File: src/hw/rtl/edsc_pkg.sv
// Shared types, constants and helpers for the DER ECDSA signature checker.
// Used by the parser and the top level; no dependencies.

package edsc_pkg;

  localparam int unsigned MaxSigBytes     = 72;
  localparam int unsigned MaxPartBytesDef = 33;
  localparam int unsigned MinSigBytes     = 8;

  localparam logic [7:0] TagSequence = 8'h30;
  localparam logic [7:0] TagInteger  = 8'h02;
  localparam logic [7:0] SignMask    = 8'h80;

  // secp256k1 group order n and (n-1)/2, least significant byte at bit 0
  localparam logic [255:0] GroupOrder =
    256'hFFFFFFFF_FFFFFFFF_FFFFFFFF_FFFFFFFE_BAAEDCE6_AF48A03B_BFD25E8C_D0364141;
  localparam logic [255:0] HalfOrder =
    256'h7FFFFFFF_FFFFFFFF_FFFFFFFF_FFFFFFFF_5D576E73_57A4501D_DFE92F46_681B20A0;

  localparam logic [3:0] ReasonOk       = 4'd0;
  localparam logic [3:0] ReasonTotalLen = 4'd1;
  localparam logic [3:0] ReasonHeader   = 4'd2;
  localparam logic [3:0] ReasonRPart    = 4'd3;
  localparam logic [3:0] ReasonSPart    = 4'd4;
  localparam logic [3:0] ReasonTrailing = 4'd5;
  localparam logic [3:0] ReasonRRange   = 4'd6;
  localparam logic [3:0] ReasonSRange   = 4'd7;
  localparam logic [3:0] ReasonSHigh    = 4'd8;

  typedef struct packed {
    logic       take;
    logic [7:0] sig_byte;
    logic       last_byte;
  } edsc_in_t;

  typedef struct packed {
    logic       fire;
    logic [3:0] reason;
  } edsc_result_t;

  // lowest non-zero code wins
  function automatic logic [3:0] lower_code(logic [3:0] a, logic [3:0] b);
    logic [3:0] r;
    if (a == ReasonOk) begin
      r = b;
    end else if (b == ReasonOk) begin
      r = a;
    end else begin
      r = (a < b) ? a : b;
    end
    return r;
  endfunction

  // byte k of a 256-bit constant, counted from the least significant end
  function automatic logic [7:0] ref_byte(logic [255:0] value, logic [7:0] k);
    logic [7:0] r;
    if (k < 8'd32) begin
      r = value[{k[4:0], 3'b000} +: 8];
    end else begin
      r = 8'h00;
    end
    return r;
  endfunction

endpackage

File: src/hw/rtl/edsc_parser.sv
// Byte-wise DER layout parser with range checks against the secp256k1 order.
// Depends on edsc_pkg; instantiated by ecdsa_der_signature_checker.

module edsc_parser
  import edsc_pkg::*;
#(
  parameter int unsigned MaxPartBytes = MaxPartBytesDef
) (
  input  logic         clk_i,
  input  logic         rst_ni,
  input  edsc_in_t     in_i,
  input  logic         strict_mode_i,
  output edsc_result_t result_o
);

  localparam int unsigned PartW    = $clog2(MaxPartBytes + 1);
  localparam logic [7:0]  MaxPartB = 8'(MaxPartBytes);
  localparam logic [7:0]  MaxSigB  = 8'(MaxSigBytes);
  localparam logic [7:0]  MinSigB  = 8'(MinSigBytes);

  typedef enum logic [3:0] {
    PhHdr, PhTotLen, PhRTag, PhRLen, PhRData, PhSTag, PhSLen, PhSData, PhDone, PhSink
  } phase_e;

  typedef enum logic [1:0] {CmpEq, CmpLt, CmpGt} cmp_e;

  function automatic cmp_e cmp_step(cmp_e s, logic [7:0] b, logic [7:0] r);
    cmp_e n;
    if (s != CmpEq) begin
      n = s;
    end else if (b < r) begin
      n = CmpLt;
    end else if (b > r) begin
      n = CmpGt;
    end else begin
      n = CmpEq;
    end
    return n;
  endfunction

  phase_e           phase_q, phase_d;
  logic [7:0]       count_q, count_d;
  logic [7:0]       total_q, total_d;
  logic [PartW-1:0] part_len_q, part_len_d;
  logic [PartW-1:0] part_idx_q, part_idx_d;
  logic             first_zero_q, first_zero_d;
  cmp_e             ord_cmp_q, ord_cmp_d;
  cmp_e             half_cmp_q, half_cmp_d;
  logic [3:0]       err_q, err_d;
  logic             too_long_q, too_long_d;

  logic [7:0]       b;
  logic [3:0]       part_code;
  logic             is_r;
  logic             tag_short;
  logic             len_over;
  logic             bad;
  logic [PartW-1:0] k;
  logic [PartW-1:0] idx_inc;
  cmp_e             ord_step;
  cmp_e             half_step;
  logic [3:0]       incomplete;
  logic [3:0]       verdict;

  assign b         = in_i.sig_byte;
  assign is_r      = (phase_q == PhRTag) || (phase_q == PhRLen) || (phase_q == PhRData);
  assign part_code = is_r ? ReasonRPart : ReasonSPart;
  assign tag_short = ({1'b0, total_q} + 9'd2) < ({1'b0, count_q} + 9'd3);
  assign len_over  = ({1'b0, b} + {1'b0, count_q}) > ({1'b0, total_q} + 9'd1);
  assign k         = part_len_q - PartW'(1) - part_idx_q;
  assign idx_inc   = part_idx_q + PartW'(1);
  assign ord_step  = cmp_step(ord_cmp_q, b, ref_byte(GroupOrder, 8'(k)));
  assign half_step = cmp_step(half_cmp_q, b, ref_byte(HalfOrder, 8'(k)));

  always_comb begin
    bad = 1'b0;
    if (part_idx_q == '0) begin
      bad = ((b & SignMask) != 8'h00) || ((b == 8'h00) && (part_len_q == PartW'(1)));
    end else if (part_idx_q == PartW'(1)) begin
      bad = first_zero_q && ((b & SignMask) == 8'h00);
    end
  end

  always_comb begin
    phase_d    = phase_q;
    count_d    = count_q;
    total_d    = total_q;
    part_len_d = part_len_q;
    part_idx_d = part_idx_q;
    first_zero_d = first_zero_q;
    ord_cmp_d  = ord_cmp_q;
    half_cmp_d = half_cmp_q;
    err_d      = err_q;
    too_long_d = too_long_q;
    incomplete = ReasonOk;
    verdict    = ReasonOk;
    result_o   = '{fire: 1'b0, reason: ReasonOk};

    if (in_i.take) begin
      too_long_d = too_long_q || (count_q >= MaxSigB);
      count_d    = (count_q != 8'hFF) ? count_q + 8'd1 : count_q;

      case (phase_q)
        PhHdr: begin
          if (b != TagSequence) begin
            err_d   = lower_code(err_q, ReasonHeader);
            phase_d = PhSink;
          end else begin
            phase_d = PhTotLen;
          end
        end
        PhTotLen: begin
          total_d = b;
          phase_d = PhRTag;
        end
        PhRTag, PhSTag: begin
          if ((b != TagInteger) || tag_short) begin
            err_d   = lower_code(err_q, part_code);
            phase_d = PhSink;
          end else begin
            phase_d = (phase_q == PhRTag) ? PhRLen : PhSLen;
          end
        end
        PhRLen, PhSLen: begin
          if ((b == 8'h00) || (b > MaxPartB) || len_over) begin
            err_d   = lower_code(err_q, part_code);
            phase_d = PhSink;
          end else begin
            part_len_d   = PartW'(b);
            part_idx_d   = '0;
            first_zero_d = 1'b0;
            ord_cmp_d    = CmpEq;
            half_cmp_d   = CmpEq;
            phase_d      = (phase_q == PhRLen) ? PhRData : PhSData;
          end
        end
        PhRData, PhSData: begin
          if (part_idx_q == '0) begin
            first_zero_d = (b == 8'h00);
          end
          if (bad) begin
            err_d   = lower_code(err_q, part_code);
            phase_d = PhSink;
          end else begin
            ord_cmp_d  = ord_step;
            half_cmp_d = half_step;
            part_idx_d = idx_inc;
            if (idx_inc >= part_len_q) begin
              if (is_r) begin
                if (ord_step != CmpLt) begin
                  err_d = lower_code(err_q, ReasonRRange);
                end
                phase_d = PhSTag;
              end else begin
                if (ord_step != CmpLt) begin
                  err_d = lower_code(err_q, ReasonSRange);
                end else if (strict_mode_i && (half_step == CmpGt)) begin
                  err_d = lower_code(err_q, ReasonSHigh);
                end
                phase_d = PhDone;
              end
            end
          end
        end
        PhDone: begin
          err_d   = lower_code(err_q, ReasonTrailing);
          phase_d = PhSink;
        end
        default: begin
          phase_d = PhSink;
        end
      endcase

      if (in_i.last_byte) begin
        case (phase_d)
          PhHdr, PhTotLen:           incomplete = ReasonHeader;
          PhRTag, PhRLen, PhRData:   incomplete = ReasonRPart;
          PhSTag, PhSLen, PhSData:   incomplete = ReasonSPart;
          default:                   incomplete = ReasonOk;
        endcase
        if (too_long_d || (count_d < MinSigB) || (count_d > MaxSigB)) begin
          verdict = ReasonTotalLen;
        end else begin
          verdict = lower_code(err_d, incomplete);
          if (({1'b0, total_d} + 9'd2) != {1'b0, count_d}) begin
            verdict = lower_code(verdict, ReasonHeader);
          end
        end
        result_o = '{fire: 1'b1, reason: verdict};

        phase_d      = PhHdr;
        count_d      = '0;
        total_d      = '0;
        part_len_d   = '0;
        part_idx_d   = '0;
        first_zero_d = 1'b0;
        ord_cmp_d    = CmpEq;
        half_cmp_d   = CmpEq;
        err_d        = ReasonOk;
        too_long_d   = 1'b0;
      end
    end
  end

  always_ff @(posedge clk_i or negedge rst_ni) begin
    if (!rst_ni) begin
      phase_q      <= PhHdr;
      count_q      <= '0;
      total_q      <= '0;
      part_len_q   <= '0;
      part_idx_q   <= '0;
      first_zero_q <= 1'b0;
      ord_cmp_q    <= CmpEq;
      half_cmp_q   <= CmpEq;
      err_q        <= ReasonOk;
      too_long_q   <= 1'b0;
    end else begin
      phase_q      <= phase_d;
      count_q      <= count_d;
      total_q      <= total_d;
      part_len_q   <= part_len_d;
      part_idx_q   <= part_idx_d;
      first_zero_q <= first_zero_d;
      ord_cmp_q    <= ord_cmp_d;
      half_cmp_q   <= half_cmp_d;
      err_q        <= err_d;
      too_long_q   <= too_long_d;
    end
  end

  a_clear_after_last: assert property (@(posedge clk_i) disable iff (!rst_ni)
    in_i.take && in_i.last_byte |=>
      (phase_q == PhHdr) && (count_q == 8'd0) && (err_q == ReasonOk) && !too_long_q)
    else $error("parser state not cleared after final item");

  a_index_in_part: assert property (@(posedge clk_i) disable iff (!rst_ni)
    (phase_q == PhRData) || (phase_q == PhSData) |-> part_idx_q < part_len_q)
    else $error("part index beyond part length");

  a_sink_has_error: assert property (@(posedge clk_i) disable iff (!rst_ni)
    phase_q == PhSink |-> err_q != ReasonOk)
    else $error("parser sunk without a latched error");

endmodule

File: config.mk
export PLATFORM = sky130hd
export DESIGN_NAME = edsc_parser
export DESIGN_NICKNAME = d
export VERILOG_FILES = /design/src/hw/rtl/edsc_pkg.sv /design/src/hw/rtl/edsc_parser.sv
export SDC_FILE = /design/constraint.sdc
export NUM_CORES = 1
export LEC_CHECK = 0
export BUFFER_PORTS_ARGS = -buffer_cell sky130_fd_sc_hd__buf_4
export CORE_ASPECT_RATIO = 0.5
export CORE_MARGIN = 2
export CORE_UTILIZATION = 30
export CTS_CLUSTER_DIAMETER = 30
export DETAILED_ROUTE_END_ITERATION = 12
export GPL_TIMING_DRIVEN = 0
export PLACE_DENSITY = 0.44
export SLEW_MARGIN = 30
export SYNTH_ARGS = -nofsm -noshare
export SYNTH_HDL_FRONTEND = slang
export SYNTH_SLANG_ARGS = --single-unit
export TNS_END_PERCENT = 10
File: constraint.sdc
create_clock -name clk_i -period 7.8 [get_ports clk_i]
set_input_delay 0 -clock clk_i [delete_from_list [all_inputs] [get_ports clk_i]]
set_output_delay 0 -clock clk_i [all_outputs]
set_load 0.03 [all_outputs]
Word-level counts from Yosys, hierarchy flattened
Memory sizes are Yosys's and may differ from the RTL's.
Cells that the tools add are included.
Cells by class
  shift operators: 2
  add/subtract/negate cells: 9
  eq/ne operators: 20
  order comparisons: 20
  reduce and logical (&&, ||, !) cells: 31
  mux-type cells: 86
Operators by type and width (count)
  $shiftx A256 B9 Y8 const A: 2
  $mux W4: 45
  $mux W8: 7
  $pmux W4 S5: 2
  $mux W6: 6
  $add A8 B2 Y9 const B: 3
  $logic_not A4 Y1: 6
  $mux W2: 12
  $eq A4 B3 Y1 const B: 4
  $gt A8 B8 Y1: 2
  $logic_not A8 Y1: 2
  $lt A8 B8 Y1: 2
  $eq A6 B1 Y1 const B: 2
  $lt A4 B3 Y1 const B: 3
  $pmux W6 S2: 1
  $mux W5: 2
  $add A8 B1 Y9 const B: 1
  $add A8 B8 Y9: 1
  $gt A9 B9 Y1: 1
  $logic_or A1 B1 Y1: 9
  $lt A9 B9 Y1: 1
  $ne A3 B3 Y1 const B: 3
  $ne A9 B8 Y1: 1
  $add A8 B1 Y8 const B: 1
  other kinds (33): 49
Storage, ports and cells
  bits in read-only memories: 24
  output and inout port bits: 5
  register bits after elaboration: 42
  memories: 1
  input bits: 13
Memory list
  (name not given): words 8, width 3, rd ports 1, clocked after Yosys merged registers in 0, write ports 0, line edsc_parser.sv:175  | case (phase_d)

Logic depth before layout (Yosys ltp)
  depth after elaboration: 31
  mapped depth: 27
  gate-level depth less buffers: 27

Least setup slack after synthesis
Ideal clock, no wire load.
  path kind: register to output
  start: reg part_idx_q[0]
  end: out result_o[0] in the netlist's numbering
  data required time: 7800 ps
  arrival time: 6084 ps
  cell stages (with the launch flop): 27
  path slack: 1716 ps
  cell sequence: dfrtp_1 > inv_1 > ha_1 > fa_1 > a21o_1 > a21oi_1 > xnor2_1 > clkbuf_1 > a31oi_1 > o221ai_1 > nand2_1 > ha_1 > and3_1 > a221o_1 > a2111oi_4 > o21ai_2 > o41ai_2 > a22oi_1 > and3b_1 > inv_2 > ha_1 > a21oi_1 > nand2_1 > o311ai_2 > a21o_1 > nand4_1 > a21oi_1
RTL lines
  start: declaration: line edsc_parser.sv:45  | logic [PartW-1:0] part_idx_q, part_idx_d;
  start signal: assignment: line edsc_parser.sv:222  | part_idx_q <= part_idx_d;
  end: declaration: line edsc_parser.sv:13  | output edsc_result_t result_o

==> results.py <==
metrics = {
    "route": {
        "wl_um": 16300,
        "drc": 0,
        "via_per_inst": 5.40,
        "wl_per_cell_um": 17.4,
        "drt_iter0_drc": 338,
        "vias": 5087,
        "first_pass_iters": 4,
        "ant_nets": 0,
    },
    "layout": {
        "finalInstanceArea_um2": 5970,
        "diodes": 0,
        "drive_above_1_share_pct": 7.34,
        "postLayoutCoreUtil_pct": 34.1,
        "synthToLayoutAreaGrowth_pct": 10.8,
        "layout_common_cells": "72 x ha_1, 55 x a21oi_1, 53 x nand2_1",
        "fillers": 1864,
        "layoutNonFillerInstCount": 942,
        "final_common_cell": "ha_1",
        "fin_nets": 794,
    },
    "sta": {
        "relSlewSlack_pct": 40.5,
        "post-route-period-util_pct": 92.5,
        "fin_setup_tns_ns": 0,
        "setup_viol": 0,
        "worst_pin_slew_ns": 0.869,
        "skew_ns": 0.00735,
        "slew_violations": 0,
        "period_needed_ns": 7.22,
        "rsz0062_at_grt": "false",
        "max_freq_ghz": 0.139,
        "hold_violations": 0,
    },
    "worst_setup_path": {
        "worstSetupEndpointType": "primary output",
        "reg2reg_slack_ns": 2.57,
        "criticalPathCategory": "flip-flop to primary output",
        "startpoint_type": "flip-flop",
        "ff2ff_path_depth": 19,
        "crit_arrival_ns": 7.22,
        "worstReg2RegStart": "part_idx_q[0]$_DFFE_PN0P_",
        "critPathMaxFanout": 10,
        "crit_required_ns": 7.80,
        "r2r-end": "err_q[1]$_DFFE_PN0P_",
    },
    "global_route": {
        "grt_pass1_wl_um": 27300,
        "antenna_found_initial": 0,
        "grt_max_degree": 43,
        "grt_overflow": 0,
        "grt_pass1_vias": 4998,
        "grt_usage_pct": 17.8,
    },
    "yosys": {
        "ys_types": 75,
        "synth-compound-area-share_pct": 27.9,
        "synth_ff_type": "dfrtp_1",
        "syn_inst": 682,
        "synth_fa_ha_area_share_pct": 17.5,
        "synthArstFlopShare_pct": 100,
        "yosys.area_share.simple_pct": 20.1,
        "yosysTopAreaCell": "dfrtp_1",
        "yosys_warnings": 0,
        "synth_area_leaders": "dfrtp_1 20%, ha_1 17%, xnor2_1 6.5%",
        "yosys_register_bits": 42,
        "synth_xor_area_share_pct": 8.46,
        "synth_edf_count": 0,
        "synth_top_family_by_area": "compound AO/OA/AOI/OAI gates",
        "netlist_area_um2": 5380,
        "synth_mux_area_share_pct": 0.976,
        "synth_top_area_share_pct": 19.5,
        "avgSynthCellArea_um2": 7.89,
        "yosysSeqAreaShare_pct": 19.5,
        "synth_nets": 769,
    },
    "clocking": {
        "insertion_delay_ns": 0.30,
        "cts.reportedPaths.clkPinSlew_ns": 0.07,
        "ctsResizeCount": 0,
        "cts_tree": "built",
        "numCtsBuffers": 5,
        "clockBufferDepth": 2,
        "cts.sinks": 42,
        "htree_levels": 2,
        "cts_post_setup_buffers_inserted": 0,
        "cts-root-buf": "clkbuf_16",
    },
    "min_path": {
        "hold_path.startpoint": "in_i[1]",
        "hold_class": "primary input to flip-flop",
        "hold_depth": 2,
        "min_to": "part_len_q[0]$_DFFE_PN0P_",
    },
    "die": {
        "die-area_um2": 19100,
        "core-area_um2": 17500,
        "die_x_um": 193,
        "ioPinCount": 18,
        "initial_core_util_pct": 30.8,
        "dieHeight_um": 98.7,
        "rows": 34,
    },
    "placed_design": {
        "dpl_cell_area_um2": 5800,
        "routabilityCongestion": 0.806,
        "dp_hpwl_um": 12800,
        "placedCellCount": 933,
        "portBuffers": 17,
    },
    "pwr": {
        "powerDensity_nw_per_um2": 195,
        "vdd_drop_max_uv": 87.6,
        "p_leak_nw": 2.50,
        "p_total_w": 0.00116,
    },
    "status": {
        "status": "completed",
    },
    "run": {
        "drv_cap": 0,
    },
}
## cell usage after synthesis (all sizes together), types with 3 or more instances
cell type and n:
nor3b 4, o21ai 39, a21oi 57, nor2b 9, xnor2 40, a311oi 3, a21boi 4, a22o 6
and2 7, clkbuf 21, a221oi 3, a22oi 3, or3 3, inv 53, o31ai 6, nand4 7
xor2 12, nor2 51, nand2 53, nor4 8, o41ai 3, nand2b 9, o22ai 24, o211ai 3
buf 4, dfrtp 42, a21o 11, o21a 6, nand3 25, and3b 3, o2111ai 5, mux2i 3
a2111oi 3, and3 8, a31oi 6, a211oi 8, nor3 19, o21bai 6, ha 72
## kinds of logic after synthesis
group	after synthesis
simple gates	216
compound gates	215
buf+inv	78
fa+ha+maj	74
xor+xnor	52
flops	42
mux	5
## metal layers
metal	global-route usage (%)	up-vias	part of all wire, %
li1	-	2562	-
met1	26.1	2421	52
met2	28.2	92	44
met3	2.22	12	3.5
met4	3.35	0	0.90
met5	0	-	0
## worst max-delay path, stage by stage (launching register included)
cell and delay, ns:
dfrtp_1 0.49, inv_1 0.13, ha_1 0.23, fa_1 0.45, a21o_1 0.21, a21oi_1 0.16
xnor2_1 0.16, clkbuf_1 0.34, a31oi_1 0.10, o21ai_0 0.12, nand2_1 0.14, ha_1 0.34
and3_1 0.19, a221o_1 0.39, a2111oi_4 0.51, o21ai_2 0.14, o41ai_2 0.44, a22oi_1 0.15
and3b_1 0.31, inv_2 0.08, ha_1 0.31, a21oi_1 0.28, nand2_1 0.13, o311ai_2 0.52
a21o_1 0.19, nand4_1 0.10, and3_1 0.19, buf_4 0.16
## how the worst max path moves through the flow
stage                              start          end  slack [ns]
5_1_grt        part_idx_q[0]$_DFFE_PN0P_  result_o[0]        0.05
4_1_cts        part_idx_q[0]$_DFFE_PN0P_  result_o[1]        0.59
3_5_place_dp   part_idx_q[0]$_DFFE_PN0P_  result_o[1]        0.96
3_3_place_gp   part_idx_q[0]$_DFFE_PN0P_  result_o[1]        0.98
2_1_floorplan  part_idx_q[0]$_DFFE_PN0P_  result_o[0]        1.72
6_report       part_idx_q[0]$_DFFE_PN0P_  result_o[1]        0.58
## metrics by stage
| step | hold WS (ns) | worst slack (ns) |
|---|---|---|
| 5_1_grt | 0.0280 | 0.0456 |
| 3_3_place_gp | 0.0664 | 0.982 |
| 2_1_floorplan | -0.296 | 1.72 |
| 3_5_place_dp | 0.0621 | 0.962 |
| 6_report | 0.0110 | 0.581 |
| 4_1_cts | 0.0168 | 0.589 |
## flip-flops by register name, summed over array words and instances, names as in the netlist
register,flops
part_idx_q,6
half_cmp_q,2
total_q,8
count_q,8
err_q,4
first_zero_q,1
phase_q,4
ord_cmp_q,2
part_len_q,6
too_long_q,1
## where the power goes
group	switching, W	internal, W
sequential	0.0000379	0.000241
clock	0.000101	0.000127
combinational	0.000388	0.000265
total	0.000527	0.000633
## final cells by class
cell class	count	area, um2	share of cell area, %
multi-input combinational	562	4030	67.6
sequential	42	1050	17.6
tap	234	293	4.91
inverter	53	199	3.33
clock buffer	6	139	2.33
timing repair buffer	18	138	2.31
buffer	25	101	1.70
clock inverter	2	12.5	0.210
## repair_timing
item / in CTS / in global routing
hold endpoints to repair: 42 / 0
hold buffers: 1 / 0
endpoints found under the setup margin: 0 / 0
(Power assumes the default switching activity.)
